### src/rtl/core/lru_pr_pkg.sv
// Shared definitions for the LRU page replacement frame table.
// Holds the frame update operation codes and the fixed port widths.
// No dependencies.
`default_nettype none

package lru_pr_pkg;

  localparam int PAGE_W  = 16;
  localparam int SLOT_W  = 3;
  localparam int TOTAL_W = 16;
  localparam int CFG_W   = 4;

  localparam logic [CFG_W-1:0] FRAMES_IN_USE_RESET = 4'd4;

  // Operation broadcast to every frame cell in the update cycle.
  typedef enum logic [2:0] {
    UPD_NONE,
    UPD_HIT,
    UPD_FILL,
    UPD_REPLACE,
    UPD_CLEAR
  } upd_op_t;

endpackage

`default_nettype wire

### src/rtl/core/lru_pr_cell.sv
// One frame cell of the LRU frame table: page, valid flag and recency rank.
// Folds its frame into the scan record handed on to the next cell.
// Depends on lru_pr_pkg.
`default_nettype none

module lru_pr_cell #(
  parameter int  INDEX    = 0,
  parameter int  IDX_BITS = 3,
  parameter int  PG_BITS  = 16,
  parameter type scan_t   = logic,
  parameter type upd_t    = logic
) (
  input  logic               clk,
  input  logic               rst,
  input  logic [PG_BITS-1:0] pg,
  input  scan_t              scan_in,
  input  upd_t               upd,
  output scan_t              scan_out
);

  logic [PG_BITS-1:0]  page_r;
  logic                valid;
  logic [IDX_BITS-1:0] rank;
  scan_t               scan_next;
  logic                is_self;
  logic                ages;

  always_comb begin
    scan_next = scan_in;
    if (valid) begin
      scan_next.used = scan_in.used + $bits(scan_in.used)'(1);
    end
    if (!scan_in.hit_found && valid && (page_r == pg)) begin
      scan_next.hit_found = 1'b1;
      scan_next.hit_idx   = IDX_BITS'(INDEX);
      scan_next.hit_rank  = rank;
    end
    if (!scan_in.empty_found && !valid) begin
      scan_next.empty_found = 1'b1;
      scan_next.empty_idx   = IDX_BITS'(INDEX);
    end
    // Strictly greater keeps the lowest index on a tie.
    if (valid && (!scan_in.lru_found || (rank > scan_in.lru_rank))) begin
      scan_next.lru_found = 1'b1;
      scan_next.lru_idx   = IDX_BITS'(INDEX);
      scan_next.lru_rank  = rank;
      scan_next.lru_page  = page_r;
    end
  end

  always_ff @(posedge clk) begin
    scan_out <= scan_next;
  end

  assign is_self = (upd.slot == IDX_BITS'(INDEX));
  assign ages = valid && !is_self &&
                ((upd.op == lru_pr_pkg::UPD_FILL) ||
                 (((upd.op == lru_pr_pkg::UPD_HIT) || (upd.op == lru_pr_pkg::UPD_REPLACE)) &&
                  (rank < upd.limit_rank)));

  always_ff @(posedge clk) begin
    if (rst) begin
      valid <= 1'b0;
      rank  <= '0;
    end else begin
      case (upd.op)
        lru_pr_pkg::UPD_CLEAR: begin
          valid <= 1'b0;
          rank  <= '0;
        end
        lru_pr_pkg::UPD_HIT, lru_pr_pkg::UPD_FILL, lru_pr_pkg::UPD_REPLACE: begin
          if (is_self) begin
            rank <= '0;
            if (upd.op != lru_pr_pkg::UPD_HIT) begin
              valid <= 1'b1;
            end
          end else if (ages) begin
            rank <= rank + IDX_BITS'(1);
          end
        end
        default: begin
        end
      endcase
    end
  end

  always_ff @(posedge clk) begin
    if (is_self && ((upd.op == lru_pr_pkg::UPD_FILL) || (upd.op == lru_pr_pkg::UPD_REPLACE))) begin
      page_r <= pg;
    end
  end

endmodule

`default_nettype wire

### src/rtl/core/lru_page_replacement.sv
// Top level of the fully associative LRU page frame table.
// Chains FRAMES lru_pr_cell instances and sequences scan and update; uses lru_pr_pkg.
//
//   channel   handshake              payload
//   request   start & !busy          page, last_reference
//   result    done (one cycle)       hit, frame_slot, evicted_valid, evicted_page,
//                                    hit_total, miss_total
//   config    cfg_valid & cfg_ready  cfg_data (frames_in_use)
//
// From accept to result, the page is first loaded into a register, then the scan record
// travels the registered chain of FRAMES cells, and last an update is broadcast to all
// cells at once. busy stays high over that span and
// drops in the cycle in which done is shown. Reset is synchronous and leaves the table
// empty at once, with no clearing pass. The receiver cannot stall results.
`default_nettype none

module lru_page_replacement #(
  parameter int FRAMES    = 8,
  parameter int PAGE_BITS = 16
) (
  input  logic                               clk,
  input  logic                               rst,
  input  logic                               start,
  output logic                               busy,
  input  logic [lru_pr_pkg::PAGE_W-1:0]      page,
  input  logic                               last_reference,
  input  logic                               cfg_valid,
  output logic                               cfg_ready,
  input  logic [lru_pr_pkg::CFG_W-1:0]       cfg_data,
  output logic                               done,
  output logic                               hit,
  output logic [lru_pr_pkg::SLOT_W-1:0]      frame_slot,
  output logic                               evicted_valid,
  output logic [lru_pr_pkg::PAGE_W-1:0]      evicted_page,
  output logic [lru_pr_pkg::TOTAL_W-1:0]     hit_total,
  output logic [lru_pr_pkg::TOTAL_W-1:0]     miss_total
);

  localparam int IW = (FRAMES > 1) ? $clog2(FRAMES) : 1;
  localparam int CW = $clog2(FRAMES + 1);
  localparam int SB = (PAGE_BITS < lru_pr_pkg::PAGE_W) ? PAGE_BITS : lru_pr_pkg::PAGE_W;

  typedef struct packed {
    logic          hit_found;
    logic [IW-1:0] hit_idx;
    logic [IW-1:0] hit_rank;
    logic [CW-1:0] used;
    logic          empty_found;
    logic [IW-1:0] empty_idx;
    logic          lru_found;
    logic [IW-1:0] lru_idx;
    logic [IW-1:0] lru_rank;
    logic [SB-1:0] lru_page;
  } scan_t;

  typedef struct packed {
    lru_pr_pkg::upd_op_t op;
    logic [IW-1:0]       slot;
    logic [IW-1:0]       limit_rank;
  } upd_t;

  typedef enum logic [1:0] {
    IDLE,
    SCAN,
    UPDATE
  } state_t;

  state_t                          state;
  logic [IW-1:0]                   scan_cnt;
  logic [SB-1:0]                   pg_q;
  logic                            last_q;
  logic [lru_pr_pkg::CFG_W-1:0]    frames_in_use;
  logic [lru_pr_pkg::TOTAL_W-1:0]  hit_counter;
  logic [lru_pr_pkg::TOTAL_W-1:0]  miss_counter;
  logic [lru_pr_pkg::TOTAL_W-1:0]  hit_counter_next;
  logic [lru_pr_pkg::TOTAL_W-1:0]  miss_counter_next;
  logic [CW-1:0]                   limit;
  scan_t                           chain [FRAMES+1];
  scan_t                           scan_res;
  upd_t                            upd;
  logic                            dec_hit;
  logic                            dec_evict;

  // The limit may only change between references, and a request in the same cycle goes first.
  assign cfg_ready = !busy && !start;
  assign busy      = (state != IDLE);
  assign chain[0]  = '0;
  assign scan_res  = chain[FRAMES];

  always_ff @(posedge clk) begin
    if (rst) begin
      frames_in_use <= lru_pr_pkg::FRAMES_IN_USE_RESET;
    end else if (cfg_valid && cfg_ready) begin
      frames_in_use <= cfg_data;
    end
  end

  // A limit of zero acts as one, a limit above the table size as the table size.
  always_comb begin
    if (frames_in_use == '0) begin
      limit = CW'(1);
    end else if (32'(frames_in_use) > FRAMES) begin
      limit = CW'(FRAMES);
    end else begin
      limit = CW'(frames_in_use);
    end
  end

  always_comb begin
    dec_hit        = 1'b0;
    dec_evict      = 1'b0;
    upd.op         = lru_pr_pkg::UPD_NONE;
    upd.slot       = scan_res.lru_idx;
    upd.limit_rank = scan_res.lru_rank;
    if (state == UPDATE) begin
      if (scan_res.hit_found) begin
        dec_hit        = 1'b1;
        upd.op         = lru_pr_pkg::UPD_HIT;
        upd.slot       = scan_res.hit_idx;
        upd.limit_rank = scan_res.hit_rank;
      end else if ((scan_res.used < limit) && scan_res.empty_found) begin
        upd.op   = lru_pr_pkg::UPD_FILL;
        upd.slot = scan_res.empty_idx;
      end else begin
        dec_evict = 1'b1;
        upd.op    = lru_pr_pkg::UPD_REPLACE;
      end
      // The last reference of a string empties the table after its result.
      if (last_q) begin
        upd.op = lru_pr_pkg::UPD_CLEAR;
      end
    end
  end

  assign hit_counter_next  = (dec_hit && (hit_counter != '1)) ?
                             hit_counter + lru_pr_pkg::TOTAL_W'(1) : hit_counter;
  assign miss_counter_next = (!dec_hit && (miss_counter != '1)) ?
                             miss_counter + lru_pr_pkg::TOTAL_W'(1) : miss_counter;

  for (genvar i = 0; i < FRAMES; i++) begin : g_cell
    lru_pr_cell #(
      .INDEX    (i),
      .IDX_BITS (IW),
      .PG_BITS  (SB),
      .scan_t   (scan_t),
      .upd_t    (upd_t)
    ) u_cell (
      .clk      (clk),
      .rst      (rst),
      .pg       (pg_q),
      .scan_in  (chain[i]),
      .upd      (upd),
      .scan_out (chain[i+1])
    );
  end

  always_ff @(posedge clk) begin
    if (rst) begin
      state        <= IDLE;
      scan_cnt     <= '0;
      done         <= 1'b0;
      hit_counter  <= '0;
      miss_counter <= '0;
    end else begin
      done <= 1'b0;
      case (state)
        IDLE: begin
          if (start) begin
            pg_q     <= page[SB-1:0];
            last_q   <= last_reference;
            scan_cnt <= '0;
            state    <= SCAN;
          end
        end
        SCAN: begin
          if (scan_cnt == IW'(FRAMES - 1)) begin
            state <= UPDATE;
          end else begin
            scan_cnt <= scan_cnt + IW'(1);
          end
        end
        UPDATE: begin
          done          <= 1'b1;
          hit           <= dec_hit;
          frame_slot    <= lru_pr_pkg::SLOT_W'(upd.slot);
          evicted_valid <= dec_evict;
          evicted_page  <= dec_evict ? lru_pr_pkg::PAGE_W'(scan_res.lru_page) : '0;
          hit_total     <= hit_counter_next;
          miss_total    <= miss_counter_next;
          if (last_q) begin
            hit_counter  <= '0;
            miss_counter <= '0;
          end else begin
            hit_counter  <= hit_counter_next;
            miss_counter <= miss_counter_next;
          end
          state <= IDLE;
        end
        default: begin
          state <= IDLE;
        end
      endcase
    end
  end

  a_done_after_update: assert property (@(posedge clk) disable iff (rst)
    done |-> $past(state == UPDATE))
    else $error("result strobe without an update cycle");

  a_accept_goes_busy: assert property (@(posedge clk) disable iff (rst)
    (start && !busy) |=> (busy && !done))
    else $error("accepted reference did not start a scan");

  a_evict_is_miss: assert property (@(posedge clk) disable iff (rst)
    (done && evicted_valid) |-> (!hit && (miss_total != '0)))
    else $error("eviction reported on a hit");

  a_hit_counted: assert property (@(posedge clk) disable iff (rst)
    (done && hit) |-> (hit_total != '0))
    else $error("hit reported with a zero hit total");

  a_replace_has_victim: assert property (@(posedge clk) disable iff (rst)
    (state == UPDATE && dec_evict) |-> scan_res.lru_found)
    else $error("replacement without a valid frame");

endmodule

`default_nettype wire
### config.mk
export PLATFORM = sky130hd
export DESIGN_NAME = lru_page_replacement
export DESIGN_NICKNAME = d
export VERILOG_FILES = /design/src/rtl/core/lru_pr_pkg.sv /design/src/rtl/core/lru_pr_cell.sv /design/src/rtl/core/lru_page_replacement.sv
export SDC_FILE = /design/constraint.sdc
export NUM_CORES = 1
export LEC_CHECK = 0
export BUFFER_PORTS_ARGS = -buffer_cell sky130_fd_sc_hd__buf_2
export CAP_MARGIN = 20
export CORE_MARGIN = 2
export CORE_UTILIZATION = 66
export DETAILED_ROUTE_END_ITERATION = 10
export GPL_ROUTABILITY_DRIVEN = 0
export PLACE_DENSITY = 0.84
export SYNTH_ARGS = -nofsm -noshare
export SYNTH_HDL_FRONTEND = slang
export SYNTH_SLANG_ARGS = --single-unit
### constraint.sdc
create_clock -name clk -period 9.64 [get_ports clk]
set_input_delay 0.482 -clock clk [delete_from_list [all_inputs] [get_ports clk]]
set_output_delay 0.482 -clock clk [all_outputs]
set_load 0.02 [all_outputs]
* Yosys cells after proc, flatten, opt, wreduce, memory -nomap -nowiden
Index checks and enable logic that the tools add are counted.
W data, S select, Z words.
** Cells by class
- $add $sub $neg :: 18
- $mul :: 0
- Div/mod/pow operators :: 0
- $lt $le $gt $ge :: 17
- Equality and inequality tests :: 45
- Shift-type cells :: 0
- Muxes and demuxes :: 90
- Bitwise logic cells :: 1
- Reduce and logical (&&, ||, !) cells :: 149
** Operators with widths (count)
- $mux W19 :: 7
- $eq A16 B16 Y1 :: 8
- $mux W3 :: 28
- $logic_and A1 B1 Y1 :: 66
- $mux W16 :: 4
- $pmux W3 S2 :: 9
- $logic_not A1 Y1 :: 39
- $mux W4 :: 9
- $add A16 B1 Y16 const B :: 2
- $ne A16 B16 Y1 const B :: 2
- $reduce_and A3 Y1 :: 10
- $add A3 B1 Y3 const B :: 9
- $ne A3 B1 Y1 const B :: 9
- $add A4 B1 Y4 const B :: 6
- $lt A3 B3 Y1 :: 8
- $mux W23 :: 1
- $gt A3 B3 Y1 :: 7
- $reduce_and A2 Y1 :: 10
- $eq A3 B3 Y1 const B :: 6
- $ne A2 B1 Y1 const B :: 9
- $logic_or A1 B1 Y1 :: 17
- $mux W1 :: 17
- $pmux W1 S2 :: 8
- $eq A3 B2 Y1 const B :: 4
- other kinds (18) :: 25
** Word-level totals
- Register bits :: 572
- Bits in latches :: 0
- Bits in writable memories :: 0
- Memory bits (read-only) :: 0
- Input port bits :: 25
- Output and inout port bits :: 56
- Logic and storage cells :: 437
- Memories :: 0

* Longest topological paths before layout
Gate-level depths: netlist (run 1).
- Word-level depth :: 17
- Gate-level depth with buffers :: 12
- Gate-level depth less buffers :: 10

* Cells and area by module
A second synthesis (run 1) with hierarchy kept.
** Unflattened totals
- Cells, all modules :: 1881
- Area, all modules :: 23082.1 um^2
** By module, submodules not included
- lru_pr_cell at g_cell[1].u_cell ... :: times used 3, cells an instance 176, area an instance 2242.2 um^2, seq. area each 1321.3 um^2
- lru_pr_cell at g_cell[3].u_cell ... :: times used 3, cells an instance 176, area an instance 2240.9 um^2, seq. area each 1321.3 um^2
- lru_page_replacement :: times used 1, cells an instance 473, area an instance 5154.9 um^2, seq. area each 2942.8 um^2
- lru_pr_cell at g_cell[0].u_cell :: times used 1, cells an instance 176, area an instance 2239.6 um^2, seq. area each 1321.3 um^2
- lru_pr_cell at g_cell[7].u_cell :: times used 1, cells an instance 176, area an instance 2238.4 um^2, seq. area each 1321.3 um^2

* Worst setup path after synthesis (run 1)
No wires, ideal clock.
- Path kind :: in2reg
- Start point :: input rst
- End point :: register evicted_page[0] (netlist name) (enable)
- Setup time :: 0.464 ns
- Arrival :: 3.346 ns
- Required time :: 9.176 ns
- Path slack :: 5.830 ns
- Stages :: 4
- Buffers on the path :: 3
- Cell sequence :: buf_1 > clkbuf_1 > buf_1 > nor2_1
** Between the ends
- Longest elaborated chain between the ends :: 2
** RTL lines
- start: declaration :: line lru_page_replacement.sv:22 : input logic rst,
- $not A1 Y1 (no source line)
- $reduce_and A2 Y1 (no source line)
- end signal: assignment :: line lru_page_replacement.sv:187 : evicted_page <= dec_evict ? lru_pr_pkg::PAGE_W'(scan_res.lru_page) : '0;
- end: declaration :: line lru_page_replacement.sv:34 : output logic [lru_pr_pkg::PAGE_W-1:0] evicted_page,
Every way passes these cells.
A chain may end at the register's enable or synchronous reset.

* Worst setup path after layout (run 1)
- Start point :: register g_cell[7].u_cell.scan_out[37] (netlist name)
- End point :: register g_cell[4].u_cell.rank[1]
** Between the ends
- Longest elaborated chain between the ends :: 10
- Elaborated cells between the ends (all ways) :: 22
- Classes of those cells :: 1 x order compare; 6 x eq/ne; 6 x mux; 9 x reduce/logical
** RTL lines
- start: declaration :: line lru_pr_cell.sv:18 : output scan_t scan_out
- start signal: assignment :: line lru_pr_cell.sv:52 : scan_out <= scan_next;
- $mux W5 :: line lru_page_replacement.sv:116 : if (scan_res.hit_found) begin
- $mux W3 :: line lru_page_replacement.sv:129 : if (last_q) begin
- $mux W9 * :: line lru_page_replacement.sv:115 : if (state == UPDATE) begin
- branches (longest 7 deep; another with $lt A3 B3 Y1)
- end signal: assignment :: line lru_pr_cell.sv:78 : rank <= rank + IDX_BITS'(1);
- end: declaration :: line lru_pr_cell.sv:23 : logic [IDX_BITS-1:0] rank;
Mark *: on every way between the ends.

==> results.yml, run 1 <==
cells_and_area:
  num-fill-cells: 2046
  drive_above_1_share: 0.216
  area_growth_pct: 11.5
  fin_cells: 2263
  layout.nets: 1860
  final_util: 0.742
  n_antenna_cell: 0
power_and_ir_drop:
  pwr-share-clk: 0.448
  powerDensity_nw_per_um2: 186
  seqPwrFrac: 0.539
  power_frac_comb: 0.013
  p_sw_frac: 0.200
  p_int_uw: 3570
  p_switching_uw: 891
  leakage_uw: 0.00951
  ir_drop_mv: 0.157
cts:
  htree_levels: 2
  cts_setup_buffers: 0
  clk_latency_ns: 0.59
  clkTransAtPathRegs_ns: 0.06
  cts.sinks: 547
  cts_max_path_buffers: 3
  cts_hold_buf: 0
  cts_resized: 0
  numCtsBuffers: 53
  tritoncts: "built"
  root_buffer: "clkbuf_16"
worst_setup_path:
  reg2reg_depth: 10
  required_ns: 10.12
  cp-start-kind: "flip-flop"
  arrival_ns: 4.10
  rr_endpoint: "g_cell[4].u_cell.rank[1]"
  crit_buf_inv: 2
  slowest_stage: "mux2i_1"
  r2r_start: "g_cell[7].u_cell.scan_out[37]"
  critPathLaunch: "g_cell[7].u_cell.scan_out[37]"
  crit_family: "compound AO/OA/AOI/OAI gates"
  path_cells: "nand3b_4, inv_2, mux2i_1, ha_1, inv_1, a211oi_1, a2111oi_4, o21ai_1, and3_1, a221o_1"
  slowest_delay_ns: 0.78
  cp-end-kind: "flip-flop"
  rrSetupSlack_ns: 6.02
  criticalPathCategory: "reg2reg"
  path_max_fanout: 12
sta:
  grt_setup_unrepaired: "false"
  worst_pin_slew_ns: 1.00
  slew_viol_final: 0
  setup_viol: 0
  clock_skew_ns: 0.0231
  hold_viol_final: 0
  fmax_mhz: 276
  tns_ns: 0
  min_period_over_period: 0.376
  period_needed_ns: 3.62
  slew_headroom: 0.332
  whs_ns: 0.0614
route:
  vias: 13100
  via_per_inst: 5.77
  drt_iter0_drc: 972
  drc: 0
  routed_wl_mm: 42.0
  wl_per_cell_microns: 18.6
  first_pass_iters: 5
  drtAntennaViolNets: 0
grt:
  grt_pass1_wl_mm: 68.2
  grt_max_degree: 45
  grtUsageTotal: 0.255
  antenna_found_initial: 0
  grt_remaining_overflow: 0
  grt_pass1_vias: 13300
floorplanning:
  dieWidth_microns: 184
  rows: 66
  die_y_microns: 184
  design.die.area_sq_um: 34000
  start_util: 0.666
  ios: 81
  core_sq_um: 32300
min_path:
  min_path_cells: 1
  min-delay-start: "page[15]"
  hold_path.class: "in2reg"
  min_to: "pg_q[15]"
logic_synthesis:
  syn_area_per_cell_sq_um: 12.6
  synth_seq_area_share: 0.602
  yosys-top-cells-count: "dfxtp_1 (349), edfxtp_1 (198), mux2_2 (156), xor2_1 (123), nor2_1 (77)"
  synth_seq_cells: 547
  yosysUniqueCellTypes: 86
  synth_top_area_cell: "dfxtp_1"
  synth.most_common_cell: "dfxtp_1"
  netlist_area_sq_um: 21500
  synthArstFlopShare: 0
  syn_nets: 1785
  ys_top_cells_by_area: "dfxtp_1 (33%), edfxtp_1 (28%), mux2_2 (8.2%)"
  yosys.area.top_type_share: 0.325
  netlist_instances: 1702
  synthFlopType: "dfxtp_1"
  synth_warnings: 0
  synth_edf_count: 198
job:
  drv_cap: 0
run_status:
  status: "finished clean"
placement:
  place_inst: 2164
  io_buffers: 80
  dp.final_hpwl_mm: 28.5
logic make-up (layout without fill, tap and decap cells):
kind of cell               Yosys count  in the layout  share of synthesized area
DFF                                547            547                      0.602
and+or+nand+nor                    435            435                      0.114
AOI/OAI and AO/OA                  199            199                     0.0681
xor gates and xnor gates           180            180                     0.0733
muxes                              164            164                     0.0855
buffers and inverters              119            238                     0.0233
adders and majority gates           58             58                     0.0338
layer usage:
metal	vias to the layer above	part of all wire	global-route usage	wire, microns
li1	6222	-	-	-
met2	454	0.48	0.427	20000
met4	0	0.035	0.107	1480
met3	111	0.063	0.0458	2650
met5	-	0	0	0
met1	6275	0.43	0.327	17900
registers in the layout (all words and copies together), names as in the netlist, 2 cells and up:
| register | flops |
|---|---|
| hit_total | 16 |
| frame_slot | 3 |
| scan_cnt | 3 |
| frames_in_use | 4 |
| state | 2 |
| hit_counter | 16 |
| miss_counter | 16 |
| miss_total | 16 |
| g_cell.u_cell.rank | 24 |
| evicted_page | 16 |
| g_cell.u_cell.scan_out | 275 |
| pg_q | 16 |
| g_cell.u_cell.valid | 8 |
| g_cell.u_cell.page_r | 128 |
cells in the final DEF, fill, tap and decap left out, types with 56 or more instances in the layout:
cell,count
buf_2,80
dfxtp_1,349
edfxtp_1,198
ha_1,58
mux2_2,156
nand2_1,71
nor2_1,76
o21ai_0,56
xnor2_1,57
xor2_1,123
area by class of cell:
type / count / area (sq um) / area share
Multi-Input combinational cell: 1036 / 8070 / 0.337
Clock inverter: 23 / 216 / 0.00903
Clock buffer: 76 / 1480 / 0.0619
Sequential cell: 547 / 12900 / 0.540
Timing Repair Buffer: 102 / 566 / 0.0236
Tap cell: 442 / 553 / 0.0231
Inverter: 37 / 141 / 0.00590
power groups by stage:
stage / registers, uW / clock network (uW) / logic, uW
2_1_floorplan: 2440 / 0 / 42.6
3_3_place_gp: 2450 / 0 / 56.0
3_5_place_dp: 2450 / 0 / 57.7
4_1_cts: 2400 / 2030 / 58.2
5_1_grt: 2400 / 2130 / 63.4
6_report: 2400 / 2000 / 58.3
stage by stage:
step | power, uW | area [sq um] | worst slack [ns]
finish | 4460 | 24000 | 6.02
global placement | 2510 | 22200 | 6.10
detailed placement | 2510 | 22300 | 6.12
global route | 4590 | 24000 | 5.73
floorplan | 2490 | 21500 | 5.83
CTS | 4490 | 24000 | 6.10
worst max-delay path by stage:
stage                                      end  slack [ns]  depth (start not counted)
floorplan                      evicted_page[0]        5.83                          4
global placement    g_cell[2].u_cell.page_r[0]        6.10                         10
detailed placement    g_cell[3].u_cell.rank[1]        6.12                         10
CTS                   g_cell[3].u_cell.rank[1]        6.10                         10
global route          g_cell[3].u_cell.rank[1]        5.73                          9
finish                g_cell[4].u_cell.rank[1]        6.02                         10
Power figures use the tool's default switching activity.
==> run 2, diff against run 1 <==
--- a/config.mk
+++ b/config.mk
@@ -8,10 +8,10 @@
 export BUFFER_PORTS_ARGS = -buffer_cell sky130_fd_sc_hd__buf_2
 export CAP_MARGIN = 20
 export CORE_MARGIN = 2
-export CORE_UTILIZATION = 66
+export CORE_UTILIZATION = 61
 export DETAILED_ROUTE_END_ITERATION = 10
 export GPL_ROUTABILITY_DRIVEN = 0
-export PLACE_DENSITY = 0.84
+export PLACE_DENSITY = 0.79
 export SYNTH_ARGS = -nofsm -noshare
 export SYNTH_HDL_FRONTEND = slang
 export SYNTH_SLANG_ARGS = --single-unit
==> constraint.sdc (replaced) <==
create_clock -name clk -period 3.5 [get_ports clk]
set_input_delay 0.175 -clock clk [delete_from_list [all_inputs] [get_ports clk]]
set_output_delay 0.175 -clock clk [all_outputs]
set_load 0.02 [all_outputs]
==> results.yml, run 2 (same netlist as run 1, synthesis figures left out) <==
run_status:
  status: "finished clean"
cts:
  tritoncts: "built"
  clk_latency_ns: 0.59
  cts_resized: 0
  root_buffer: "clkbuf_16"
  clkTransAtPathRegs_ns: 0.07
  numCtsBuffers: 53
  htree_levels: 2
  cts_setup_buffers: 0
  cts_max_path_buffers: 3
  cts.sinks: 547
  cts_hold_buf: 26
sta:
  fmax_mhz: 315
  setup_viol: 0
  worst_pin_slew_ns: 0.900
  min_period_over_period: 0.907
  hold_viol_final: 0
  timing.final.ws_setup_ns: 0.327
  period_needed_ns: 3.17
  tns_ns: 0
  slew_headroom: 0.399
  clock_skew_ns: 0.0162
  slew_viol_final: 0
  grt_setup_unrepaired: "false"
grt:
  antenna_found_initial: 0
  grt_pass1_wl_mm: 68.7
  grt_pass1_vias: 13000
  grt_max_degree: 51
  grtUsageTotal: 0.239
  grt_remaining_overflow: 0
floorplanning:
  rows: 68
  die_y_microns: 192
  ios: 81
  core_sq_um: 34600
  start_util: 0.621
  dieWidth_microns: 192
  design.die.area_sq_um: 36800
min_path:
  hold_path.class: "in2reg"
worst_setup_path:
  criticalPathCategory: "reg2reg"
  path_max_fanout: 17
  critPathLaunch: "frames_in_use[3]"
  cp-end-kind: "flip-flop"
  crit_end: "g_cell[7].u_cell.page_r[9]"
  rr_endpoint: "g_cell[7].u_cell.page_r[9]"
  r2r_start: "frames_in_use[3]"
  reg2reg_depth: 12
  arrival_ns: 3.45
  cp-start-kind: "flip-flop"
  required_ns: 3.78
  rrSetupSlack_ns: 0.33
route:
  vias: 13000
  wl_per_cell_microns: 18.4
  routed_wl_mm: 42.9
  first_pass_iters: 5
  drtAntennaViolNets: 0
  drt_iter0_drc: 792
  drc: 0
  via_per_inst: 5.58
power_and_ir_drop:
  p_switching_uw: 2490
  pwr-share-clk: 0.454
  seqPwrFrac: 0.531
  power_frac_comb: 0.015
  p_sw_frac: 0.200
  leakage_uw: 0.00976
  p_int_uw: 9960
  powerDensity_nw_per_um2: 509
  ir_drop_mv: 0.510
cells_and_area:
  reg_top3: "g_cell.u_cell.scan_out x275, g_cell.u_cell.page_r x128, g_cell.u_cell.rank x24"
  mostFrequentLayoutCells: "dfxtp_1 (349), edfxtp_1 (198), mux2_2 (156), xor2_1 (123), buf_2 (80)"
  largest_reg_flops: 275
  top_register: "g_cell.u_cell.scan_out"
  area_growth_pct: 13.8
  num-fill-cells: 2292
  fin_cells: 2324
  final_common_cell: "dfxtp_1"
  drive_above_1_share: 0.224
  layout.nets: 1907
  n_antenna_cell: 0
placement:
  dp_worst_setup_slack_ns: 0.382
  place_inst: 2198
  io_buffers: 80
  dp.final_hpwl_mm: 29.9
job:
  drv_cap: 0
-- run 2: cell types whose count changed in the layout (fill, tap and decap cells not counted) --
cell | before | now
clkbuf_8 | 5 | 11
clkbuf_1 | 17 | 11
dlygate4sd3_1 | 0 | 26
clkinv_4 | 1 | 2
clkinv_2 | 11 | 9
clkinv_1 | 3 | 5
buf_4 | 22 | 43
-- run 2: stage by stage --
step	power, uW	hold slack, ns	util	area (sq um)
6_report	12500	0.111	0.706	24500
3_5_place_dp	6920	0.353	0.648	22400
5_1_grt	12800	0.147	0.706	24500
4_1_cts	12500	0.0839	0.706	24500
3_3_place_gp	6910	0.352	0.648	22400
2_1_floorplan	6840	0.274	-	21500
-- run 2: power groups by stage --
stage               clock network [uW]  logic, uW  registers, uW
detailed placement                   0        163           6750
finish                            5650        187           6620
global placement                     0        158           6750
global route                      6000        203           6620
CTS                               5740        186           6610
floorplan                            0        118           6730
-- run 2: how the worst min path moves through the flow --
stage	cells past startpoint	slack [ns]	startpoint	endpoint
floorplan	0	0.27	last_reference	last_q
global placement	1	0.35	page[10]	pg_q[10]
detailed placement	1	0.35	page[9]	pg_q[9]
CTS	4	0.08	cfg_valid	frames_in_use[2]
global route	4	0.15	cfg_valid	frames_in_use[2]
finish	4	0.11	cfg_valid	frames_in_use[2]
-- run 2: critical path: stages, from the launching register on --
cell and delay, ns:
dfxtp_1 0.32, inv_1 0.12, nand2_1 0.08, ha_1 0.27, o211ai_1 0.24, a21oi_1 0.11, o21ai_0 0.39, o211ai_4 0.14
buf_4 0.23, inv_2 0.26, nand2_1 0.22, nor2_1 0.20, buf_4 0.27
-- run 2: layout make-up --
type                       count  area, sq um  area share
clock buffer                  76         1540      0.0631
clock inverter                24          223     0.00910
inverter                      37          141     0.00578
multi-input combinational   1036         8070       0.330
sequential                   547        12900       0.529
tap                          455          569      0.0233
timing repair buffer         149          983      0.0402
-- run 2: layer usage --
metal / track usage / vias to the layer above / routed length (microns)
met5: 0 / - / 0
met1: 0.314 / 6204 / 18600
met4: 0.0962 / 0 / 1580
met2: 0.393 / 359 / 20300
li1: - / 6304 / -
met3: 0.0435 / 100 / 2390
==> run 3, diff against run 2 <==
--- a/config.mk
+++ b/config.mk
@@ -7,6 +7,7 @@
 export LEC_CHECK = 0
 export BUFFER_PORTS_ARGS = -buffer_cell sky130_fd_sc_hd__buf_2
 export CAP_MARGIN = 20
+export CORE_ASPECT_RATIO = 0.8
 export CORE_MARGIN = 2
 export CORE_UTILIZATION = 61
 export DETAILED_ROUTE_END_ITERATION = 10
==> results.yml, run 3 (same netlist as run 1, synthesis figures left out) <==
run_status:
  status: "finished clean"
floorplanning:
  core_sq_um: 34700
  ios: 81
  start_util: 0.619
  design.die.area_sq_um: 36800
  dieWidth_microns: 214
  rows: 61
  die_y_microns: 172
grt:
  grtUsageMet1: 0.354
  gr-usage-met2: 0.428
  grt_max_degree: 50
  grt_pass1_wl_mm: 74.0
  grtUsageTotal: 0.260
  grt_util_met3: 0.0441
  grt_remaining_overflow: 0
  antenna_found_initial: 1
  grt_pass1_vias: 13700
  busiest_layer: "met2"
sta:
  grt_setup_unrepaired: "false"
  hold_viol_final: 0
  worst_pin_slew_ns: 1.00
  period_needed_ns: 2.96
  slew_viol_final: 0
  tns_ns: 0
  setup_viol: 0
  min_period_over_period: 0.844
  slew_headroom: 0.329
  fmax_mhz: 338
  clock_skew_ns: 0.0142
route:
  vias: 13500
  routed_wl_mm: 46.3
  drc: 0
  via_per_inst: 5.75
  drt_iter0_drc: 1093
  first_pass_iters: 5
  drtAntennaViolNets: 0
  wl_per_cell_microns: 19.8
worst_setup_path:
  slowest_delay_ns: 0.54
  critical_path_depth: 10
  criticalPathCategory: "reg2reg"
  crit_buf_inv: 2
  required_ns: 3.96
  rr_endpoint: "g_cell[3].u_cell.rank[1]"
  crit_end: "g_cell[3].u_cell.rank[1]"
  cp-start-kind: "flip-flop"
  r2r_start: "state[1]"
  reg2reg_depth: 10
  slowest_stage: "dfxtp_1"
  crit_family: "compound AO/OA/AOI/OAI gates"
  rrSetupSlack_ns: 0.54
  cp-end-kind: "flip-flop"
  path_cells: "nand3b_4, inv_2, mux2i_1, buf_4, ha_1, and3_1, a2111oi_1, o21ai_0, mux2i_1, o21ai_0"
  path_max_fanout: 12
  critPathLaunch: "state[1]"
  arrival_ns: 3.41
cells_and_area:
  largest_reg_flops: 275
  drive_above_1_share: 0.223
  num-fill-cells: 2362
  mostFrequentLayoutCells: "dfxtp_1 (349), edfxtp_1 (198), mux2_2 (156), xor2_1 (123), buf_2 (80)"
  reg_top3: "g_cell.u_cell.scan_out x275, g_cell.u_cell.page_r x128, g_cell.u_cell.rank x24"
  area_growth_pct: 13.3
  final_common_cell: "dfxtp_1"
  n_antenna_cell: 0
  layout.nets: 1910
  top_register: "g_cell.u_cell.scan_out"
cts:
  clk_latency_ns: 0.59
  htree_levels: 2
  numCtsBuffers: 50
  cts.sinks: 547
  cts_setup_buffers: 0
  cts_max_path_buffers: 3
  clkTransAtPathRegs_ns: 0.06
  tritoncts: "built"
  root_buffer: "clkbuf_16"
job:
  drv_cap: 0
power_and_ir_drop:
  ir_drop_mv: 0.463
  finalPower_uw: 12100
  leakage_uw: 0.00968
  powerDensity_nw_per_um2: 495
placement:
  dp.final_hpwl_mm: 31.9
  io_buffers: 80
min_path:
  hold_path.class: "in2reg"
run 3: metrics by stage:
stage	setup WS (ns)	std cells	instance area [sq um]	hold WS (ns)	util
2_1_floorplan	0.493	1702	21500	0.274	-
3_3_place_gp	0.734	2224	22500	0.352	0.649
3_5_place_dp	0.581	2224	22500	0.353	0.649
4_1_cts	0.567	2341	24300	0.00338	0.701
5_1_grt	0.343	2341	24300	0.0529	0.701
6_report	0.545	2341	24300	0.0289	0.701
run 3: how the worst min path moves through the flow:
stage,end,from,slack (ns),depth (start not counted)
2_1_floorplan,last_q,last_reference,0.27,0
3_3_place_gp,pg_q[14],page[14],0.35,1
3_5_place_dp,pg_q[7],page[7],0.35,1
4_1_cts,scan_cnt[0],start,0.003,4
5_1_grt,scan_cnt[0],start,0.05,4
6_report,scan_cnt[0],start,0.03,4
run 3: power by group:
group | leakage, uW | switching [uW] | internal [uW]
Clock | 0.000773 | 2370 | 2890
Combinational | 0.00430 | 113 | 84.6
Sequential | 0.00461 | 32.0 | 6570
run 3: layer usage:
layer | part of all wire | wire length (microns)
met5 | 0 | 0
met4 | 0.024 | 1100
met3 | 0.065 | 3030
met2 | 0.47 | 22000
met1 | 0.44 | 20200
run 3: layout make-up:
class / instances / area, sq um / area share
timing repair buffer: 155 / 1020 / 0.0419
clock buffer: 79 / 1460 / 0.0600
clock inverter: 15 / 125 / 0.00514
sequential: 547 / 12900 / 0.531
inverter: 37 / 141 / 0.00581
tap: 472 / 591 / 0.0243
multi-input combinational: 1036 / 8070 / 0.332
run 3: worst register-to-register path, stage by stage (launching register included):
cell and delay [ns]:
dfxtp_1 0.54, nand3b_4 0.20, inv_2 0.17, mux2i_1 0.19, buf_4 0.19, ha_1 0.27, and3_1 0.17, a2111oi_1 0.47
o21ai_0 0.28, mux2i_1 0.23, o21ai_0 0.10
run 3: timing repair:
item	in CTS	in global routing
gates resized for setup	0	0
hold buffers	23	0
hold endpoints to repair	23	0
setup endpoints to repair	0	0
